[src/qte_pkg.sv]
`timescale 1ns / 1ps
package qte_pkg;

  localparam int CORDIC_STAGES_DEF = 16;

  // Widths of the datapath.
  localparam int SW = 35;   // product sums, units 2^-30
  localparam int CW = 38;   // CORDIC x and y, with room for the gain
  localparam int ZW = 20;   // CORDIC angle, units 2^-16 rad
  localparam int NW = 63;   // square root remainder and trial values
  localparam int RW = 31;   // square root result

  localparam logic signed [ZW-1:0] ANG_PI      = 20'sd205887;
  localparam logic signed [15:0]   Q13_PI      = 16'sd25736;
  localparam logic signed [15:0]   Q13_HALF_PI = 16'sd12868;

  // atan(2^-k) in units of 2^-16 rad, rounded to nearest.
  function automatic logic signed [ZW-1:0] atan_ent(input logic [4:0] k);
    logic signed [ZW-1:0] r;
    case (k)
      5'd0:    r = 20'sd51472;
      5'd1:    r = 20'sd30386;
      5'd2:    r = 20'sd16055;
      5'd3:    r = 20'sd8150;
      5'd4:    r = 20'sd4091;
      5'd5:    r = 20'sd2047;
      5'd6:    r = 20'sd1024;
      5'd7:    r = 20'sd512;
      5'd8:    r = 20'sd256;
      5'd9:    r = 20'sd128;
      5'd10:   r = 20'sd64;
      5'd11:   r = 20'sd32;
      5'd12:   r = 20'sd16;
      5'd13:   r = 20'sd8;
      5'd14:   r = 20'sd4;
      5'd15:   r = 20'sd2;
      5'd16:   r = 20'sd1;
      default: r = 20'sd0;
    endcase
    return r;
  endfunction

  // Round an angle in 2^-16 rad to Q2.13 and limit it to +-lim.
  function automatic logic signed [15:0] to_q13(input logic signed [ZW-1:0] z,
                                               input logic signed [15:0] lim);
    logic signed [ZW:0] t;
    logic signed [ZW:0] r;
    logic signed [15:0] q;
    t = ($signed({z[ZW-1], z}) + 21'sd4) >>> 3;
    r = t;
    if (r > 21'(lim)) begin
      q = lim;
    end else if (r < -21'(lim)) begin
      q = -lim;
    end else begin
      q = r[15:0];
    end
    return q;
  endfunction

endpackage

[src/qte_isqrt.sv]
`timescale 1ns / 1ps
module qte_isqrt #(
  parameter int PW = 1
) (
  input  logic                      clk,
  input  logic                      rst,
  input  logic                      en,
  input  logic                      in_valid,
  input  logic [qte_pkg::NW-3:0]    in_n,
  input  logic [PW-1:0]             in_pay,
  output logic                      out_valid,
  output logic [qte_pkg::RW-1:0]    out_root,
  output logic [PW-1:0]             out_pay
);
  import qte_pkg::*;

  localparam int STEPS = NW / 2 + 1;

  logic [NW-1:0] rem [0:STEPS];
  logic [NW-1:0] res [0:STEPS];
  logic [PW-1:0] pay [0:STEPS];
  logic          vld [0:STEPS];

  always_ff @(posedge clk) begin
    if (rst) begin
      vld[0] <= 1'b0;
    end else if (en) begin
      vld[0] <= in_valid;
    end
    if (en) begin
      rem[0] <= NW'(in_n);
      res[0] <= '0;
      pay[0] <= in_pay;
    end
  end

  // One result bit per stage, trial bit walking down from 2^62.
  for (genvar k = 0; k < STEPS; k++) begin : g_step
    localparam logic [NW-1:0] BIT = NW'(1) << (NW - 1 - 2 * k);
    logic [NW-1:0] trial;
    assign trial = res[k] + BIT;
    always_ff @(posedge clk) begin
      if (rst) begin
        vld[k+1] <= 1'b0;
      end else if (en) begin
        vld[k+1] <= vld[k];
      end
      if (en) begin
        pay[k+1] <= pay[k];
        if (rem[k] >= trial) begin
          rem[k+1] <= rem[k] - trial;
          res[k+1] <= (res[k] >> 1) + BIT;
        end else begin
          rem[k+1] <= rem[k];
          res[k+1] <= res[k] >> 1;
        end
      end
    end
  end

  assign out_valid = vld[STEPS];
  assign out_root  = res[STEPS][RW-1:0];
  assign out_pay   = pay[STEPS];

endmodule

[config.mk]
export PLATFORM = sky130hd
export DESIGN_NAME = qte_isqrt
export DESIGN_NICKNAME = d
export VERILOG_FILES = /design/src/qte_pkg.sv /design/src/qte_isqrt.sv
export SDC_FILE = /design/constraint.sdc
export NUM_CORES = 2
export LEC_CHECK = 0
export BUFFER_PORTS_ARGS = -buffer_cell sky130_fd_sc_hd__buf_2
export CORE_ASPECT_RATIO = 0.7
export CORE_MARGIN = 5
export CORE_UTILIZATION = 35
export DETAILED_ROUTE_END_ITERATION = 8
export GPL_TIMING_DRIVEN = 0
export PLACE_DENSITY = 0.52
export SLEW_MARGIN = 20
export SYNTH_ARGS = -nofsm -noshare
export SYNTH_HDL_FRONTEND = slang
export SYNTH_MEMORY_MAX_BITS = 65536
export SYNTH_SLANG_ARGS = --single-unit
[constraint.sdc]
create_clock -name clk -period 17.1 [get_ports clk]
set_clock_uncertainty 0.05 [all_clocks]
set_input_delay 5.13 -clock clk [delete_from_list [all_inputs] [get_ports clk]]
set_output_delay 5.13 -clock clk [all_outputs]
set_load 0.03 [all_outputs]
==> summary.md <==
| Metric | Value |
|---|---|
| Effective utilization at floorplan | `35.0%` |
| Main combinational cell family by area after synthesis | `simple AND/OR/NAND/NOR gates` |
| Post-synthesis xor/xnor area fraction | `5.95%` |
| Core box area | `354000 sq um` |
| Synth Area in Adders | `5.61%` |
| Hold Path Class | `reg -> reg` |
| WL final | `355 mm` |
| Commonest non-fill, non-tap cell in the layout | `edfxtp_1` |
| Post-synthesis cell area | `124000 sq um` |
| Post-synthesis mux area share | `0.684%` |
| Hold Vio Cnt, Final | `0` |
| CTS tree | `yes` |
| Clk sinks | `2606` |
| Die ar. | `367000 sq um` |
| Total global routing overflow | `0` |
| Place WS | `6320 ps` |
| Max Root-Sink Buffers | `4` |
| Tightest Pin Transition | `1130 ps` |
| CTS Buf Count | `281` |
| Clock slew at reported path FFs | `60 ps` |
| Most frequent cells in the layout | `2606 x edfxtp_1, 744 x nand2_1, 665 x inv_1, 555 x ha_1, 552 x o21ai_0` |
| Leakage | `51.6 nW` |
| Fin nets | `10.9k` |
| Fmax achieved | `100 MHz` |
| Crit path max fanout | `83` |
| 1st-iter DRT viols | `8471` |
| Fin crit period | `10000 ps` |
| Seq/Total Area, Yosys | `63.0%` |
| Routed vias | `81.6k` |
| Worst setup margin | `7100 ps` |
| H-tree Lvls | `5` |
| R2R depth | `11` |
| Average wire per standard cell | `23.3 um` |
| FP Rows | `183` |
| Hpwl dp | `278 mm` |
| Pins Over Slew Limit | `0` |
| Synth Area in Simple Gates | `12.8%` |
| Area Overhead vs Synth | `13.4%` |
| Die height | `508 um` |
| Final hold slack | `356 ps` |
| Synth Area in Compound Gates | `9.11%` |
| Share of layout cells above drive strength 1 | `7.37%` |
| Reg2reg start | `res[28][22]` |
| Crit-path leading delay family | `buffers and inverters` |
| Worst EP arrival | `10520 ps` |
| Crit share post-route | `58.5%` |
| Slew headroom | `24.2%` |
| Via/cell ratio | `5.37` |
| Number of synthesized flops with an enable pin | `2606` |
| R2R Path End | `rem[29][34]` |
| Max rail drop VDD | `0.0747 mV` |
| Worst Path Required | `17620 ps` |
| Syn avg cell area | `12.6 sq um` |
| CTS Hold Bufs | `0` |
| Die Span X | `722 um` |
| Port Buffer Count | `98` |
| Initial antenna violation count | `28` |
| Synth Warn # | `0` |
| Mapped Nets | `10.5k` |
| Seq cells post-synth | `2606` |
| Cell Pwr Density | `134 nW/um^2` |
| Worst path slowest cell | `a2111oi_2` |
| CP peak stage delay | `670 ps` |
| Antenna viol nets, final | `0` |
| Worst-Skew Late Latency | `910 ps` |
| Synth Flop Type | `edfxtp_1` |
| GPL Wtd Cong | `0.950` |
| First-pass GRT wire length | `522 mm` |
| FF-to-FF setup slack | `11660 ps` |
| Worst Path Buf+Inv | `7` |
| Pre-Repair DR Iteration Count | `6` |
| Hold Path End | `pay[0][15]` |
| Max Cap Viol | `0` |
| CTS root buf | `clkbuf_16` |
| Largest net degree at the start of global routing | `84` |
| Hold Crit Start | `pay[0][14]` |
| Post-CTS Resized | `0` |
| Hold Path Cell Cnt | `0` |
| I/O pin total | `99` |
| Total GRT Usage | `18.9%` |
| CP Class | `in -> reg` |
| RSZ-0062 raised after global routing | `false` |
| DRC viols | `0` |
| Setup TNS | `0 ps` |
| Cells after synthesis | `9857` |
| Post-synth ARST share | `0%` |
| # Post-CTS Setup Buffers | `0` |
| Crit-path cells | `buf_8 -> clkbuf_2 -> buf_12 -> clkinv_2 -> or3_1 -> nor3_1 -> o21ai_0 -> a2111oi_2 -> buf_2 -> clkbuf_1 -> clkbuf_1 -> o21ai_0` |
| Status | `finished clean` |
| Post-synthesis cell type count | `97` |
| Crit end category | `flip-flop` |
| Final setup viols | `0` |
| Startpoint types | `input port` |
| Number of global-route vias before repair | `77.3k` |
## metal layers
layer,track usage [%],vias up,part of all wire [%]
met5,0,-,0.014
met4,3.79,6,2.0
met3,4.69,424,9.1
met2,23.6,3017,36
met1,31.6,40200,53
li1,-,37900,-
## synthesized netlist by cell type (all sizes together) (18+ instances only)
cell | number | area (sq um)
and2 | 71 | 444
edfxtp | 2606 | 78300
a31oi | 59 | 369
o21a | 87 | 653
o21bai | 50 | 375
o31ai | 35 | 263
nor2 | 531 | 1990
nor4b | 60 | 541
nand3b | 28 | 210
nand2 | 744 | 2790
nor3 | 284 | 1430
a21oi | 487 | 2440
nand2b | 124 | 776
and3 | 50 | 313
o211ai | 40 | 300
xnor2 | 413 | 3620
nand3 | 195 | 981
nand4 | 161 | 1010
a21o | 246 | 1850
or3 | 129 | 812
nand4b | 26 | 228
inv | 666 | 2500
a21boi | 18 | 135
or4 | 90 | 691
mux2 | 63 | 709
a211oi | 40 | 300
a2111oi | 24 | 218
ha | 555 | 6940
or2 | 52 | 328
xor2 | 431 | 3770
buf | 26 | 140
nor4 | 354 | 2230
nor2b | 81 | 507
o21ai | 554 | 2780
o31a | 21 | 184
nor3b | 19 | 143
and4 | 22 | 195
clkbuf | 206 | 776
## through the flow
| step | util, % | power (mW) | std cells | cell area [sq um] |
|---|---|---|---|---|
| 2_1_floorplan | - | 11.4 | 9857 | 124000 |
| 3_3_place_gp | 36.9 | 12.8 | 14700 | 131000 |
| 5_1_grt | 39.7 | 19.8 | 15200 | 141000 |
| 4_1_cts | 39.7 | 19.0 | 15200 | 141000 |
| 6_report | 39.8 | 18.9 | 15200 | 141000 |
| 3_5_place_dp | 37.2 | 12.8 | 14700 | 132000 |
## state kept, by name, summed over array words and instances, names as in the netlist
name and count:
pay 33, rem 2013, res 527, vld 33
## report_power, final
part	internal (mW)	switching (mW)	leakage (nW)
combinational	1.52	2.51	22.0
clock	3.53	2.56	4.40
sequential	8.08	0.721	25.1
total	13.1	5.79	51.6
## cell type report
type                    count  area, sq um
diodes                      5         12.5
plain buffers             232         1040
clock buffers             334         7460
clock inverters           159         1570
fillers                 33200       213000
inverters                 667         2500
multi-input cells        6352        42600
flip-flops and latches   2606        78300
well taps                4717         5900
repair buffers            139         1500
## worst max path at each step
stage	start	end	slack (ps)	depth (start not counted)
after floorplan	en	rem[27][0]	7920	5
after global placement	en	rem[27][55]	-360	6
after detailed placement	en	rem[24][17]	6320	12
after CTS	en	rem[24][17]	7260	12
after global routing	en	rem[24][17]	6930	12
final	en	rem[24][17]	7100	12
## cell families (layout without fill, tap and decap cells)
kind of cell	count (synthesis)	in the layout
and+or+nand+nor	3055	3055
DFF	2606	2606
AOI/OAI and AO/OA	1820	1820
buffers and inverters	899	1531
xor gates and xnor gates	844	844
adders and majority gates	556	556
muxes	77	77
other	0	5
Power figures use the tool's default switching activity.
