--- config.mk ---
export PLATFORM = sky130hd
export DESIGN_NAME = qte_cordic
export DESIGN_NICKNAME = d
export VERILOG_FILES = /design/src/qte_pkg.sv /design/src/qte_cordic.sv
export SDC_FILE = /design/constraint.sdc
export NUM_CORES = 2
export LEC_CHECK = 0
export BUFFER_PORTS_ARGS = -buffer_cell sky130_fd_sc_hd__buf_2
export CAP_MARGIN = 40
export CORE_AREA = 3 3 456 571
export DETAILED_ROUTE_END_ITERATION = 8
export DIE_AREA = 0 0 459 574
export HOLD_SLACK_MARGIN = 0.1
export PLACE_DENSITY = 0.68
export SETUP_SLACK_MARGIN = 0.2
export SLEW_MARGIN = 20
export SYNTH_ARGS = -nofsm -noshare
export SYNTH_HDL_FRONTEND = slang
export SYNTH_SLANG_ARGS = --single-unit
--- constraint.sdc ---
create_clock -name clk -period 19.1 [get_ports clk]
set_input_delay 5.73 -clock clk [delete_from_list [all_inputs] [get_ports clk]]
set_output_delay 5.73 -clock clk [all_outputs]
set_load 0.05 [all_outputs]
--- src/qte_pkg.sv ---
`timescale 1ns / 1ps
package qte_pkg;

  localparam int CORDIC_STAGES_DEF = 16;

  // Widths of the datapath.
  localparam int SW = 35;   // product sums, units 2^-30
  localparam int CW = 38;   // CORDIC x and y, with room for the gain
  localparam int ZW = 20;   // CORDIC angle, units 2^-16 rad
  localparam int NW = 63;   // square root remainder and trial values
  localparam int RW = 31;   // square root result

  localparam logic signed [ZW-1:0] ANG_PI      = 20'sd205887;
  localparam logic signed [15:0]   Q13_PI      = 16'sd25736;
  localparam logic signed [15:0]   Q13_HALF_PI = 16'sd12868;

  // atan(2^-k) in units of 2^-16 rad, rounded to nearest.
  function automatic logic signed [ZW-1:0] atan_ent(input logic [4:0] k);
    logic signed [ZW-1:0] r;
    case (k)
      5'd0:    r = 20'sd51472;
      5'd1:    r = 20'sd30386;
      5'd2:    r = 20'sd16055;
      5'd3:    r = 20'sd8150;
      5'd4:    r = 20'sd4091;
      5'd5:    r = 20'sd2047;
      5'd6:    r = 20'sd1024;
      5'd7:    r = 20'sd512;
      5'd8:    r = 20'sd256;
      5'd9:    r = 20'sd128;
      5'd10:   r = 20'sd64;
      5'd11:   r = 20'sd32;
      5'd12:   r = 20'sd16;
      5'd13:   r = 20'sd8;
      5'd14:   r = 20'sd4;
      5'd15:   r = 20'sd2;
      5'd16:   r = 20'sd1;
      default: r = 20'sd0;
    endcase
    return r;
  endfunction

  // Round an angle in 2^-16 rad to Q2.13 and limit it to +-lim.
  function automatic logic signed [15:0] to_q13(input logic signed [ZW-1:0] z,
                                               input logic signed [15:0] lim);
    logic signed [ZW:0] t;
    logic signed [ZW:0] r;
    logic signed [15:0] q;
    t = ($signed({z[ZW-1], z}) + 21'sd4) >>> 3;
    r = t;
    if (r > 21'(lim)) begin
      q = lim;
    end else if (r < -21'(lim)) begin
      q = -lim;
    end else begin
      q = r[15:0];
    end
    return q;
  endfunction

endpackage

--- src/qte_cordic.sv ---
`timescale 1ns / 1ps
module qte_cordic #(
  parameter int STAGES = qte_pkg::CORDIC_STAGES_DEF,
  parameter int TAG_W  = 1
) (
  input  logic                          clk,
  input  logic                          rst,
  input  logic                          en,
  input  logic                          in_valid,
  input  logic signed [qte_pkg::CW-1:0] in_y,
  input  logic signed [qte_pkg::CW-1:0] in_x,
  input  logic [TAG_W-1:0]              in_tag,
  output logic                          out_valid,
  output logic signed [qte_pkg::ZW-1:0] out_ang,
  output logic [TAG_W-1:0]              out_tag
);
  import qte_pkg::*;

  logic signed [CW-1:0] xs [0:STAGES];
  logic signed [CW-1:0] ys [0:STAGES];
  logic signed [ZW-1:0] zs [0:STAGES];
  logic                 zr [0:STAGES];
  logic [TAG_W-1:0]     tg [0:STAGES];
  logic                 vl [0:STAGES];

  // Pre-rotation by +-pi folds the left half plane into the right.
  always_ff @(posedge clk) begin
    if (rst) begin
      vl[0] <= 1'b0;
    end else if (en) begin
      vl[0] <= in_valid;
    end
    if (en) begin
      zr[0] <= (in_x == '0) && (in_y == '0);
      tg[0] <= in_tag;
      if (in_x < 0) begin
        xs[0] <= -in_x;
        ys[0] <= -in_y;
        zs[0] <= (in_y >= 0) ? ANG_PI : -ANG_PI;
      end else begin
        xs[0] <= in_x;
        ys[0] <= in_y;
        zs[0] <= '0;
      end
    end
  end

  for (genvar i = 0; i < STAGES; i++) begin : g_stage
    logic signed [CW-1:0] dx;
    logic signed [CW-1:0] dy;
    assign dx = ys[i] >>> i;
    assign dy = xs[i] >>> i;
    always_ff @(posedge clk) begin
      if (rst) begin
        vl[i+1] <= 1'b0;
      end else if (en) begin
        vl[i+1] <= vl[i];
      end
      if (en) begin
        zr[i+1] <= zr[i];
        tg[i+1] <= tg[i];
        if (ys[i] >= 0) begin
          xs[i+1] <= xs[i] + dx;
          ys[i+1] <= ys[i] - dy;
          zs[i+1] <= zs[i] + atan_ent(5'(i));
        end else begin
          xs[i+1] <= xs[i] - dx;
          ys[i+1] <= ys[i] + dy;
          zs[i+1] <= zs[i] - atan_ent(5'(i));
        end
      end
    end
  end

  assign out_valid = vl[STAGES];
  assign out_ang   = zr[STAGES] ? '0 : zs[STAGES];
  assign out_tag   = tg[STAGES];

endmodule

==> parameters.txt <==
Parameter                              Value

Worst setup path
  Data arrival time of the critical path    12.01 ns
  Largest delay share family, worst path    buffers and inverters
  Slowest-stage cell, CP    sky130_fd_sc_hd__buf_4
  Cells along the critical path    buf_12 > buf_12 > buf_4 > nand2_1 > buf_4 > inv_1 > buf_4 > nor2_1 > xnor2_1 > ha_1 > o21ai_0 > a21oi_1 > o2111ai_1 > a21o_1 > a31o_2 > o21ai_0 > nand3_1 > o21ai_0 > a31oi_1 > o21bai_1 > a21oi_1 > xnor2_1
  Reg-to-reg endpoint    ys[3][36]
  Type of the worst setup path    in2reg
  Sum of buffers and inverters on the critical path    6
  Startpoint of the worst register-to-register path    xs[2][5]
  Critical Path Start Type    input pin
  Kind of end point of the critical path    flop
  Setup slack on the worst flop-to-flop path    around 13 ns
  Data required time of the critical path    19.66 ns
  Critical path fanouts, max    around 110
  Worst-case reg-to-reg path depth    19
  Largest stage delay on the critical path    0.60 ns

Global route
  Overall routing resource usage    25.00%
  Largest net degree at the start of global routing    113
  Antenna violations before repair    6
  Global-route wire length before repair    533.8 mm
  Overflow left after global routing    0
  Via count of the first global-routing pass    96220

Detailed routing
  Average via count per standard cell    5.925
  Total via count in the routed design    around 100k
  DRT antenna net count    0
  Routed WL per cell    20.08 um
  DRC violations left    0
  Number of iterations in the first detailed-routing pass    6
  DRT Wirelength    340.8 mm
  Detailed router's first-iteration violation count    7483

Synth
  Ranking of synthesized cells by area    sky130_fd_sc_hd__edfxtp_1, sky130_fd_sc_hd__ha_1, sky130_fd_sc_hd__xnor2_1
  Count of state elements after synthesis    roughly 1500
  Proportion of register bits with asynchronous set or reset after synthesis    0%
  Proportion of netlist area held by the largest area contributor    35.35%
  Post-Synthesis Cell Area    0.1273 mm^2
  Most used flip-flop cell after synthesis    sky130_fd_sc_hd__edfxtp_1
  Cell variety after synth    98
  Per-instance average area after synthesis    approximately 9.5 um^2
  Largest area contributor in the synthesized netlist    sky130_fd_sc_hd__edfxtp_1
  Post-synthesis net count    about 15000
  Sequential element share of the synthesized area    35.35%
  Synth warnings    0
  Most common cell in the synthesized netlist    sky130_fd_sc_hd__edfxtp_1
  Top cells by count, synth    sky130_fd_sc_hd__edfxtp_1, sky130_fd_sc_hd__ha_1, sky130_fd_sc_hd__a21oi_1
  Post-synthesis instance total    roughly 13000
  Number of enable-type register cells in the synthesized netlist    1498

STA
  Fraction of the cycle the final worst path needs    between 50% and 60%
  Final Skew    0.05962 ns
  Final setup violating endpoints    0
  Final hold vios    0
  Maximum clock frequency    about 87 MHz
  Final Critical Period    11.45 ns
  Unrepaired setup endpoints after global routing    false
  Total count of max-transition violations in the final report    0
  Transition at the pin with the smallest max-transition slack    0.8872 ns
  Max transition margin    39.32%
  Fin Setup TNS    0 ns

Placement
  Estimated wirelength of the detail-placed design    270.6 mm
  Port-buffer cells    102
  Routability cong.    roughly 0.97

Clocking
  Master cell of the clock root buffer    sky130_fd_sc_hd__clkbuf_16
  Total CTS buffers    173
  Maximum number of buffers from clock root to sink    4
  Buffer count from post-CTS setup fixing    0
  Skew-Pair Late Insertion Delay    roughly 0.85 ns
  Number of clock sinks    1498
  Deepest level of the CTS H-tree    4
  Clock-pin slew reported for the worst setup and hold paths after clock tree synthesis    0.06 ns
  CTS-repair resized insts    0
  CTS hold repair buffers    0
  TritonCTS clock tree    yes

Floorplan
  Die Outline Area    0.2635 mm^2
  Starting Density    between 40 and 50%
  Die Y-Extent    574 um
  Num rows    between 200 and 250
  Chip Width    459 um
  Top-Level Pins    between 100 and 150
  Core Region    0.2549 mm^2

Min path
  Sink of the worst hold path    zs[9][6]
  Start point of the worst hold path    zs[8][6]
  WHS Path Cells    0
  Hold crit path type    reg2reg

Layout
  Layout cell share with drive strength beyond 1    approximately 4.3%
  Filler Cell Count    between 20000 and 25000
  Layout Nets    15000
  Growth of design area from synthesis to finish    7.852%

Flow run
  Max-cap check violation count    0

Status
  Run status    complete, no violations
[registers in the layout, summed over array words and instances (netlist names)]
register / cells
ys: 571
xs: 555
zs: 321
tg: 17
vl: 17
zr: 17
[stage by stage]
stage / cells / cell area (um^2) / hold slack, ns / setup slack, ns / utilization, %
floorplan: 13440 / 127300 / 0.4003 / 8.680 / -
finish: 16970 / 137300 / 0.3888 / 7.649 / 53.86
detailed placement: 16660 / 131500 / 0.4045 / 6.895 / 51.58
global placement: 16650 / 131300 / 0.4010 / 6.900 / 51.53
global route: 16970 / 137300 / 0.4106 / 7.251 / 53.86
CTS: 16950 / 137000 / 0.3869 / 7.735 / 53.77
[kinds of logic (layout without fill, tap and decap cells)]
group,Yosys count,in the layout,share of synthesized area [%]
and+or+nand+nor,3510,3510,13.51
DFF,1498,1498,35.35
AOI/OAI and AO/OA,4066,4066,20.16
xor gates and xnor gates,1976,1976,13.60
other,0,3,0
muxes,53,53,0.4385
buffers and inverters,916,1101,2.710
adders and majority gates,1420,1420,14.24
[worst max path at each step]
stage	startpoint	end	cells past startpoint
final	en	xs[8][34]	22
after CTS	en	ys[8][35]	21
after global placement	en	ys[8][35]	22
after global routing	en	ys[8][35]	21
after detailed placement	en	ys[8][35]	22
after floorplan	en	ys[13][33]	21
[cells in the final DEF (no fill, tap or decap), types with 33 or more instances in the layout]
master,instances
sky130_fd_sc_hd__and3_1,109
sky130_fd_sc_hd__clkbuf_16,176
sky130_fd_sc_hd__nand4_1,101
sky130_fd_sc_hd__and2_1,96
sky130_fd_sc_hd__o211ai_1,38
sky130_fd_sc_hd__buf_4,54
sky130_fd_sc_hd__or2_2,40
sky130_fd_sc_hd__inv_1,607
sky130_fd_sc_hd__fa_1,47
sky130_fd_sc_hd__xnor2_1,1258
sky130_fd_sc_hd__nor2b_1,221
sky130_fd_sc_hd__ha_1,1373
sky130_fd_sc_hd__buf_2,109
sky130_fd_sc_hd__a21o_1,623
sky130_fd_sc_hd__a211oi_1,94
sky130_fd_sc_hd__nand2b_1,270
sky130_fd_sc_hd__o21ai_0,828
sky130_fd_sc_hd__or3_1,107
sky130_fd_sc_hd__o21bai_1,150
sky130_fd_sc_hd__nand3_1,190
sky130_fd_sc_hd__a31oi_1,115
sky130_fd_sc_hd__nor3_1,265
sky130_fd_sc_hd__nand2_1,786
sky130_fd_sc_hd__or4_1,59
sky130_fd_sc_hd__o21a_1,184
sky130_fd_sc_hd__a21oi_1,1329
sky130_fd_sc_hd__a211o_1,33
sky130_fd_sc_hd__nor2_1,1027
sky130_fd_sc_hd__o31ai_1,189
sky130_fd_sc_hd__o41ai_1,110
sky130_fd_sc_hd__nor4_1,117
sky130_fd_sc_hd__edfxtp_1,1498
sky130_fd_sc_hd__xor2_1,718
sky130_fd_sc_hd__a21boi_0,41
[routing by layer]
metal	routed length (um)	vias up	global-route usage, %
met4	14630	0	9.824
met3	16470	726	2.866
met1	140100	47710	30.79
met5	0	-	0
li1	-	49640	-
met2	169600	2480	44.47
[worst reg2reg max path, cell delays in order (launching register included)]
cell	delay, ns
sky130_fd_sc_hd__edfxtp_1	0.50
sky130_fd_sc_hd__or3_4	0.44
sky130_fd_sc_hd__nor3_4	0.14
sky130_fd_sc_hd__nand2b_1	0.13
sky130_fd_sc_hd__or3_1	0.45
sky130_fd_sc_hd__or3_1	0.43
sky130_fd_sc_hd__nor3_1	0.37
sky130_fd_sc_hd__nor2_1	0.10
sky130_fd_sc_hd__xor2_1	0.19
sky130_fd_sc_hd__ha_1	0.41
sky130_fd_sc_hd__nand3_1	0.12
sky130_fd_sc_hd__or2_2	0.32
sky130_fd_sc_hd__o221a_2	0.23
sky130_fd_sc_hd__o31ai_1	0.08
sky130_fd_sc_hd__a21oi_1	0.15
sky130_fd_sc_hd__o21ai_0	0.33
sky130_fd_sc_hd__a21o_1	0.19
sky130_fd_sc_hd__a41oi_1	0.14
sky130_fd_sc_hd__a21oi_1	0.20
sky130_fd_sc_hd__xor2_1	0.59
[cell type report]
type | instances | area (um^2) | share of cell area (%)
Tap cell | 3344 | 4184 | 3.048
Inverter | 623 | 2338 | 1.704
Clock inverter | 99 | 1087 | 0.7922
Clock buffer | 197 | 4483 | 3.266
Antenna cell | 3 | 7.507 | 0.005469
Sequential cell | 1498 | 44980 | 32.77
Multi-Input combinational cell | 11030 | 78850 | 57.45
Timing Repair Buffer | 182 | 1324 | 0.9644
Power is not shown: default switching activity piles up to over one toggle a cycle in this logic, so the estimate is an artifact.
